===== src/rtl/atf_pkg.sv =====
// Shared constants, types and tables for the arc triangle fan tessellator
package atf_pkg;
  localparam int MaxSegments   = 64;
  localparam int MinSegments   = 3;
  localparam int CordicSteps   = 24;
  localparam int SegW          = 7;
  localparam int StepW         = $clog2(CordicSteps);
  localparam logic signed [33:0] GainInv = 34'sd652032874;

  // datapath commands
  typedef struct packed {
    logic load;        // capture request
    logic div_start;   // load arc*k numerator, clear divider state
    logic div_step;    // one restoring-divide step
    logic ang_load;    // form angle from quotient (k=0 uses start)
    logic cor_init;    // seed cordic
    logic cor_step;    // one cordic iteration
    logic mul_x;       // multiply for x
    logic mul_y;       // multiply for y
    logic place_x;     // add and saturate x
    logic place_y;     // add and saturate y
    logic emit;        // load output register
    logic shift_prev;  // next becomes prev
    logic k_inc;       // advance segment
  } atf_cmd_t;

  typedef struct packed {
    logic empty;       // request emits nothing
    logic div_done;
    logic cor_done;
    logic first;       // k is zero (start point)
    logic last;        // current k is final
    logic out_busy;    // output register occupied
  } atf_sts_t;

  function automatic logic [31:0] atan_lut(input logic [StepW-1:0] i);
    logic [31:0] v;
    unique case (i)
      5'd0: v = 32'd536870912;   5'd1: v = 32'd316933406;
      5'd2: v = 32'd167458907;   5'd3: v = 32'd85004756;
      5'd4: v = 32'd42667331;    5'd5: v = 32'd21354465;
      5'd6: v = 32'd10679838;    5'd7: v = 32'd5340245;
      5'd8: v = 32'd2670163;     5'd9: v = 32'd1335087;
      5'd10: v = 32'd667544;     5'd11: v = 32'd333772;
      5'd12: v = 32'd166886;     5'd13: v = 32'd83443;
      5'd14: v = 32'd41722;      5'd15: v = 32'd20861;
      5'd16: v = 32'd10430;      5'd17: v = 32'd5215;
      5'd18: v = 32'd2608;       5'd19: v = 32'd1304;
      5'd20: v = 32'd652;        5'd21: v = 32'd326;
      5'd22: v = 32'd163;        5'd23: v = 32'd81;
      default: v = 32'd0;
    endcase
    return v;
  endfunction
endpackage


===== src/rtl/atf_ctrl.sv =====
// Sequencer for the arc triangle fan tessellator
module atf_ctrl
  import atf_pkg::*;
(
  input  logic     clk,
  input  logic     rst_n,
  input  logic     in_valid,
  output logic     in_ready,
  input  atf_sts_t sts,
  output atf_cmd_t cmd
);
  localparam logic [3:0] S_IDLE = 4'd0, S_CHECK = 4'd1, S_DIV = 4'd2, S_ANG = 4'd3,
                         S_CINIT = 4'd4, S_COR = 4'd5, S_MULX = 4'd6, S_MULY = 4'd7,
                         S_PLY = 4'd9, S_EMIT = 4'd10, S_DSTART = 4'd11;
  logic [3:0] state_r, state_nxt;

  assign in_ready = (state_r == S_IDLE);

  always_comb begin
    state_nxt = state_r;
    cmd = '0;
    unique case (state_r)
      S_IDLE: begin
        if (in_valid) begin
          cmd.load = 1'b1;
          state_nxt = S_CHECK;
        end
      end
      S_CHECK: state_nxt = sts.empty ? S_IDLE : S_ANG;
      S_DSTART: begin
        cmd.div_start = 1'b1;
        state_nxt = S_DIV;
      end
      S_DIV: begin
        cmd.div_step = 1'b1;
        if (sts.div_done) state_nxt = S_ANG;
      end
      S_ANG: begin
        cmd.ang_load = 1'b1;
        state_nxt = S_CINIT;
      end
      S_CINIT: begin
        cmd.cor_init = 1'b1;
        state_nxt = S_COR;
      end
      S_COR: begin
        cmd.cor_step = 1'b1;
        if (sts.cor_done) state_nxt = S_MULX;
      end
      S_MULX: begin
        cmd.mul_x = 1'b1;
        state_nxt = S_MULY;
      end
      S_MULY: begin
        // place x from the product taken last cycle while y is multiplied
        cmd.mul_y = 1'b1;
        cmd.place_x = 1'b1;
        state_nxt = S_PLY;
      end
      S_PLY: begin
        cmd.place_y = 1'b1;
        state_nxt = S_EMIT;
      end
      S_EMIT: begin
        // start point only seeds prev; later points emit a triangle
        if (sts.first) begin
          cmd.shift_prev = 1'b1;
          cmd.k_inc = 1'b1;
          state_nxt = S_DSTART;
        end else if (!sts.out_busy) begin
          cmd.emit = 1'b1;
          cmd.shift_prev = 1'b1;
          cmd.k_inc = 1'b1;
          state_nxt = sts.last ? S_IDLE : S_DSTART;
        end
      end
      default: state_nxt = S_IDLE;
    endcase
  end

  always_ff @(posedge clk) begin
    if (!rst_n) begin
      state_r <= S_IDLE;
    end else begin
      state_r <= state_nxt;
    end
  end
endmodule


===== config.mk =====
export PLATFORM = sky130hd
export DESIGN_NAME = atf_ctrl
export DESIGN_NICKNAME = d
export VERILOG_FILES = /design/src/rtl/atf_pkg.sv /design/src/rtl/atf_ctrl.sv
export SDC_FILE = /design/constraint.sdc
export NUM_CORES = 1
export LEC_CHECK = 0
export BUFFER_PORTS_ARGS = -buffer_cell sky130_fd_sc_hd__buf_2
export CORE_AREA = 3 3 40 42
export CTS_CLUSTER_SIZE = 28
export DETAILED_ROUTE_END_ITERATION = 7
export DIE_AREA = 0 0 43 45
export PLACE_DENSITY_LB_ADDON = 0.2
export SETUP_SLACK_MARGIN = 0.05
export SLEW_MARGIN = 0
export SYNTH_ARGS = -nofsm -noshare
export SYNTH_HDL_FRONTEND = slang
export SYNTH_SLANG_ARGS = --single-unit

===== constraint.sdc =====
create_clock -name clk -period 1.5 [get_ports clk]
set_input_delay 0.3 -clock clk [delete_from_list [all_inputs] [get_ports clk]]
set_output_delay 0.3 -clock clk [all_outputs]
set_load 0.03 [all_outputs]

# Word-level counts from Yosys, hierarchy flattened
# Index checks and enable logic that the tools add are counted.
# op_classes
eq_ne	14
muxes	22
reduce_logical	2
# ops
op	n
4-bit one-hot mux with 11 select lines	1
4-bit two-way mux	6
4-bit by 3-bit equality test with 1-bit output (second input constant)	4
4-bit equality test (second input constant)	3
1-bit two-way mux	10
4-bit by 2-bit equality test with 1-bit output (second input constant)	2
2-bit two-way mux	3
3-bit two-way mux	2
2-bit != test (second input constant)	3
4-bit by 1-bit equality test with 1-bit output (second input constant)	1
4-bit logical NOT	1
4-bit AND reduction	1
3-bit != test (second input constant)	1
# totals
register_bits	4
output_inout_bits	14

# Depth between registers and ports, before layout
# logic_depth
word_depth	4
depth_mapped	5
mapped_depth_nobuf	4

# Worst setup path after synthesis
# Ideal clock, no wire load.
# synth_timing
path_type	reg2out
startpoint	reg state_r[1]
endpoint	out cmd[12] (netlist bit)
arrival_ps	1545
setup_slack_ps	-345
stages_incl_launch_ff	4
n_path_buf	1
cell_sequence	dfxtp_1 > buf_4 > nor4_2 > and2_1
# synth_lines
element	line	text
start, declared	atf_ctrl.sv:15	logic [3:0] state_r, state_nxt;
start signal, assigned	atf_ctrl.sv:85	state_r <= state_nxt;
end, declared	atf_ctrl.sv:10	output atf_cmd_t cmd

==> flow_results.xml <==
<?xml version="1.0" encoding="UTF-8"?>
<metrics>
  <group name="outcome">
    <metric name="run_status" unit="">finished with violations</metric>
    <metric name="failed_checks" unit="">negative setup slack</metric>
  </group>
  <group name="placed_design">
    <metric name="detailedPlacementHpwl" unit="um">1084</metric>
    <metric name="gpl.final_weighted_congestion" unit="">0.8049</metric>
    <metric name="placement.io_buffers" unit="">22</metric>
  </group>
  <group name="clocking">
    <metric name="htreeDepth" unit="">1</metric>
    <metric name="clock_tree.root_cell" unit="">sky130_fd_sc_hd__clkbuf_4</metric>
    <metric name="clock_latency" unit="ps">240</metric>
    <metric name="buffers_from_clock_root_to_sink_at_most" unit="">2</metric>
    <metric name="cts_buffers" unit="">3</metric>
    <metric name="cts.sinks" unit="">4</metric>
    <metric name="cts.reportedPaths.clkPinSlew" unit="ps">40</metric>
    <metric name="tritoncts_clock_tree" unit="">yes</metric>
  </group>
  <group name="logic_synthesis">
    <metric name="syn_nets" unit="">68</metric>
    <metric name="syn_area_per_cell" unit="um2">7.507</metric>
    <metric name="post_synth_design_cell_area" unit="um2">442.9</metric>
    <metric name="synth_seq_cells" unit="">4</metric>
    <metric name="proportion_of_netlist_area_held_by_the_largest_area_contributor" unit="%">18.08</metric>
    <metric name="yosysSeqAreaShare" unit="%">18.08</metric>
    <metric name="yosysTopAreaCell" unit="">sky130_fd_sc_hd__dfxtp_1</metric>
    <metric name="synth.top_cells.by_count" unit="">sky130_fd_sc_hd__nor2_1 (8), sky130_fd_sc_hd__buf_4 (5), sky130_fd_sc_hd__nand2b_1 (5), sky130_fd_sc_hd__dfxtp_1 (4)</metric>
    <metric name="postSynth.topFlopCell" unit="">sky130_fd_sc_hd__dfxtp_1</metric>
    <metric name="yosysUniqueCellTypes" unit="">30</metric>
    <metric name="async_reset_ff_share" unit="%">0</metric>
    <metric name="synth-edff-count" unit="">0</metric>
    <metric name="post_synth_main_area_contributors" unit="">sky130_fd_sc_hd__dfxtp_1 (18%), sky130_fd_sc_hd__buf_4 (8.5%), sky130_fd_sc_hd__nand2b_1 (7.1%), sky130_fd_sc_hd__nor2_1 (6.8%), sky130_fd_sc_hd__nor4_2 (5.6%)</metric>
    <metric name="yosysMostFrequentCell" unit="">sky130_fd_sc_hd__nor2_1</metric>
    <metric name="yosys_warnings" unit="">0</metric>
    <metric name="syn-instance-count" unit="">59</metric>
  </group>
  <group name="power_and_ir_drop">
    <metric name="total_leakage_power" unit="nW">0.3573</metric>
    <metric name="cellPowerDensity" unit="nW/um2">603.0</metric>
    <metric name="report.power.total" unit="uW">498.7</metric>
    <metric name="vdd.ir_drop.worst" unit="mV">0.5167</metric>
  </group>
  <group name="min_path">
    <metric name="holdCritPathClass" unit="">input port to flop</metric>
    <metric name="timing.hold.worst.start" unit="">rst_n</metric>
    <metric name="whs_endpoint" unit="">state_r[3]$_SDFFE_PN0P_</metric>
    <metric name="min_delay_path_depth" unit="">2</metric>
  </group>
  <group name="worst_setup_path">
    <metric name="worstPathCellList" unit="">nand2b_4, buf_4, buf_6, nor3_2, buf_4</metric>
    <metric name="critical_path_peak_fanout" unit="">4</metric>
    <metric name="rr_endpoint" unit="">state_r[0]$_SDFFE_PN0P_</metric>
    <metric name="setup.worst_path.end_class" unit="">output port</metric>
    <metric name="cpPeakStageDelay" unit="ps">320</metric>
    <metric name="setup_slack_reg_to_reg" unit="ps">210</metric>
    <metric name="timing.rr.start" unit="">state_r[1]$_SDFFE_PN0P_</metric>
    <metric name="worstPathBufferInverterCount" unit="">3</metric>
    <metric name="crit_path_start_kind" unit="">flop</metric>
    <metric name="crit_family" unit="">buffers and inverters</metric>
    <metric name="worst_path_most_repeated_cell" unit="">sky130_fd_sc_hd__buf_4</metric>
    <metric name="critPathRequiredTime" unit="ps">1200</metric>
    <metric name="worst-setup-path-type" unit="">flop to output port</metric>
    <metric name="worst_r2r_path_depth" unit="">7</metric>
    <metric name="arrival" unit="ps">1310</metric>
    <metric name="critical-path-slowest-cell" unit="">sky130_fd_sc_hd__dfxtp_2</metric>
  </group>
  <group name="grt">
    <metric name="maximum_number_of_pins_on_one_net_before_global_route_repair" unit="">11</metric>
    <metric name="first_global_vias" unit="">571</metric>
    <metric name="grt_first_pass_wirelength" unit="um">2497</metric>
    <metric name="grt_use_total" unit="%">17.05</metric>
    <metric name="global_route.overflow_total" unit="">0</metric>
    <metric name="antenna_found_initial" unit="">0</metric>
  </group>
  <group name="timing">
    <metric name="worst_slack" unit="ps">-112.5</metric>
    <metric name="minimum_clock_period_after_layout" unit="ps">1613</metric>
    <metric name="setup_violations" unit="">7</metric>
    <metric name="max_slew.worst_pin.slew" unit="ps">253.4</metric>
    <metric name="grt_setup_unrepaired" unit="">true</metric>
    <metric name="fin_setup_tns" unit="ps">-541.3</metric>
    <metric name="post_route_skew" unit="ps">7.748</metric>
    <metric name="layout_worst_path_cycle_share" unit="%">107.5</metric>
    <metric name="slew_headroom" unit="%">83.05</metric>
    <metric name="timing.hold.ws" unit="ps">329.4</metric>
    <metric name="hold_viol" unit="">0</metric>
    <metric name="maxClockFrequency" unit="MHz">620.1</metric>
    <metric name="max_slew_violations" unit="">0</metric>
  </group>
  <group name="route">
    <metric name="route.detailed.drc" unit="">0</metric>
    <metric name="first_iter_violations" unit="">6</metric>
    <metric name="via_per_inst" unit="">5.315</metric>
    <metric name="drt_pass1_iterations" unit="">4</metric>
    <metric name="detail_route.wirelength" unit="um">1531</metric>
    <metric name="wire_per_inst" unit="um">14.18</metric>
    <metric name="via_count" unit="">574</metric>
    <metric name="detail-route-antenna-nets" unit="">0</metric>
  </group>
  <group name="flow_run">
    <metric name="maxCapViolCount" unit="">0</metric>
  </group>
  <group name="layout">
    <metric name="top_register" unit="">state_r</metric>
    <metric name="final_net_count" unit="">104</metric>
    <metric name="max_ffs_per_register" unit="">4</metric>
    <metric name="antenna-diode-count" unit="">0</metric>
    <metric name="post_route_cells_drive_above_1_share" unit="%">66.67</metric>
    <metric name="area_growth_syn_to_layout" unit="%">86.72</metric>
    <metric name="reg_top3" unit="">state_r x4</metric>
  </group>
  <group name="floorplanning">
    <metric name="core_region_area" unit="um2">1285</metric>
    <metric name="die_h" unit="um">45</metric>
    <metric name="die-area" unit="um2">1935</metric>
    <metric name="floorplan.initialDensity" unit="%">34.47</metric>
    <metric name="top_level_port_count" unit="">23</metric>
    <metric name="die_w" unit="um">43</metric>
    <metric name="fp-row-count" unit="">13</metric>
  </group>
</metrics>
## per-layer routing
layer	vias to the layer above	global-route usage (%)	share of wire [%]
met5	-	0	0
met3	2	5.179	6.1
met4	0	6.024	0.65
li1	279	-	-
met1	268	21.39	44
met2	25	27.84	49
## logic make-up after synthesis
group,synth area share [%]
AO/OA/AOI/OAI,22.60
AND/OR/NAND/NOR,42.37
flip-flops,18.08
buffers and inverters,12.71
multiplexers,2.260
XOR/XNOR,1.978
## repair_timing
action,in CTS,in global routing
resized for setup,30,12
hold buffers,0,0
pin swaps,3,3
endpoints found under the setup margin,14,14
buffers inserted,4,1
## stage by stage
step | cells | setup WS (ps) | utilization (%) | area [um2]
after detailed placement | 100 | 90.60 | 50.24 | 645.6
after floorplan | 59 | -82.64 | - | 494.2
final | 108 | -112.5 | 64.36 | 827.0
after global placement | 100 | 107.6 | 50.24 | 645.6
after global routing | 108 | -154.7 | 64.36 | 827.0
after CTS | 107 | -112.5 | 61.54 | 790.8
## final cells by class
class                      count  area [um2]
clock buffer                   3       22.52
tap                           15       18.77
timing repair buffer          37       295.3
fill                         112       457.9
multi-input combinational     47       395.4
sequential                     4       87.58
inverter                       2       7.507
## power by group
| group | leakage (nW) | total (mW) | switching (mW) | internal [mW] |
|---|---|---|---|---|
| clock | 0.0138 | 0.141 | 0.0509 | 0.0900 |
| sequential | 0.0346 | 0.126 | 0.0122 | 0.114 |
| combinational | 0.309 | 0.232 | 0.121 | 0.111 |
## worst max path at each step
stage / startpoint / end / slack, ps / depth (start not counted)
after floorplan: state_r[1]$_SDFFE_PN0P_ / cmd[12] / -80 / 3
after global placement: state_r[2]$_SDFFE_PN0P_ / cmd[2] / 110 / 4
after detailed placement: state_r[2]$_SDFFE_PN0P_ / cmd[2] / 90 / 4
after CTS: state_r[2]$_SDFFE_PN0P_ / cmd[2] / -110 / 4
after global routing: state_r[2]$_SDFFE_PN0P_ / cmd[10] / -150 / 5
final: state_r[2]$_SDFFE_PN0P_ / cmd[10] / -110 / 5
## layout by cell type (no fill, tap or decap), drive strengths merged
master,instances
buf,37
nor2,8
nand2b,5
nor3,4
dfxtp,4
nand3,3
clkbuf,3
a21boi,3
nand2,2
nor4,2
inv,2
nand3b,2
a21oi,2
and3,2
o21ai,2
or2,1
nor2b,1
and2,1
o221ai,1
mux2i,1
a22o,1
o31ai,1
a22oi,1
o211ai,1
o21a,1
xnor2,1
o32a,1
No activity file was read; power rests on OpenSTA's default activity.
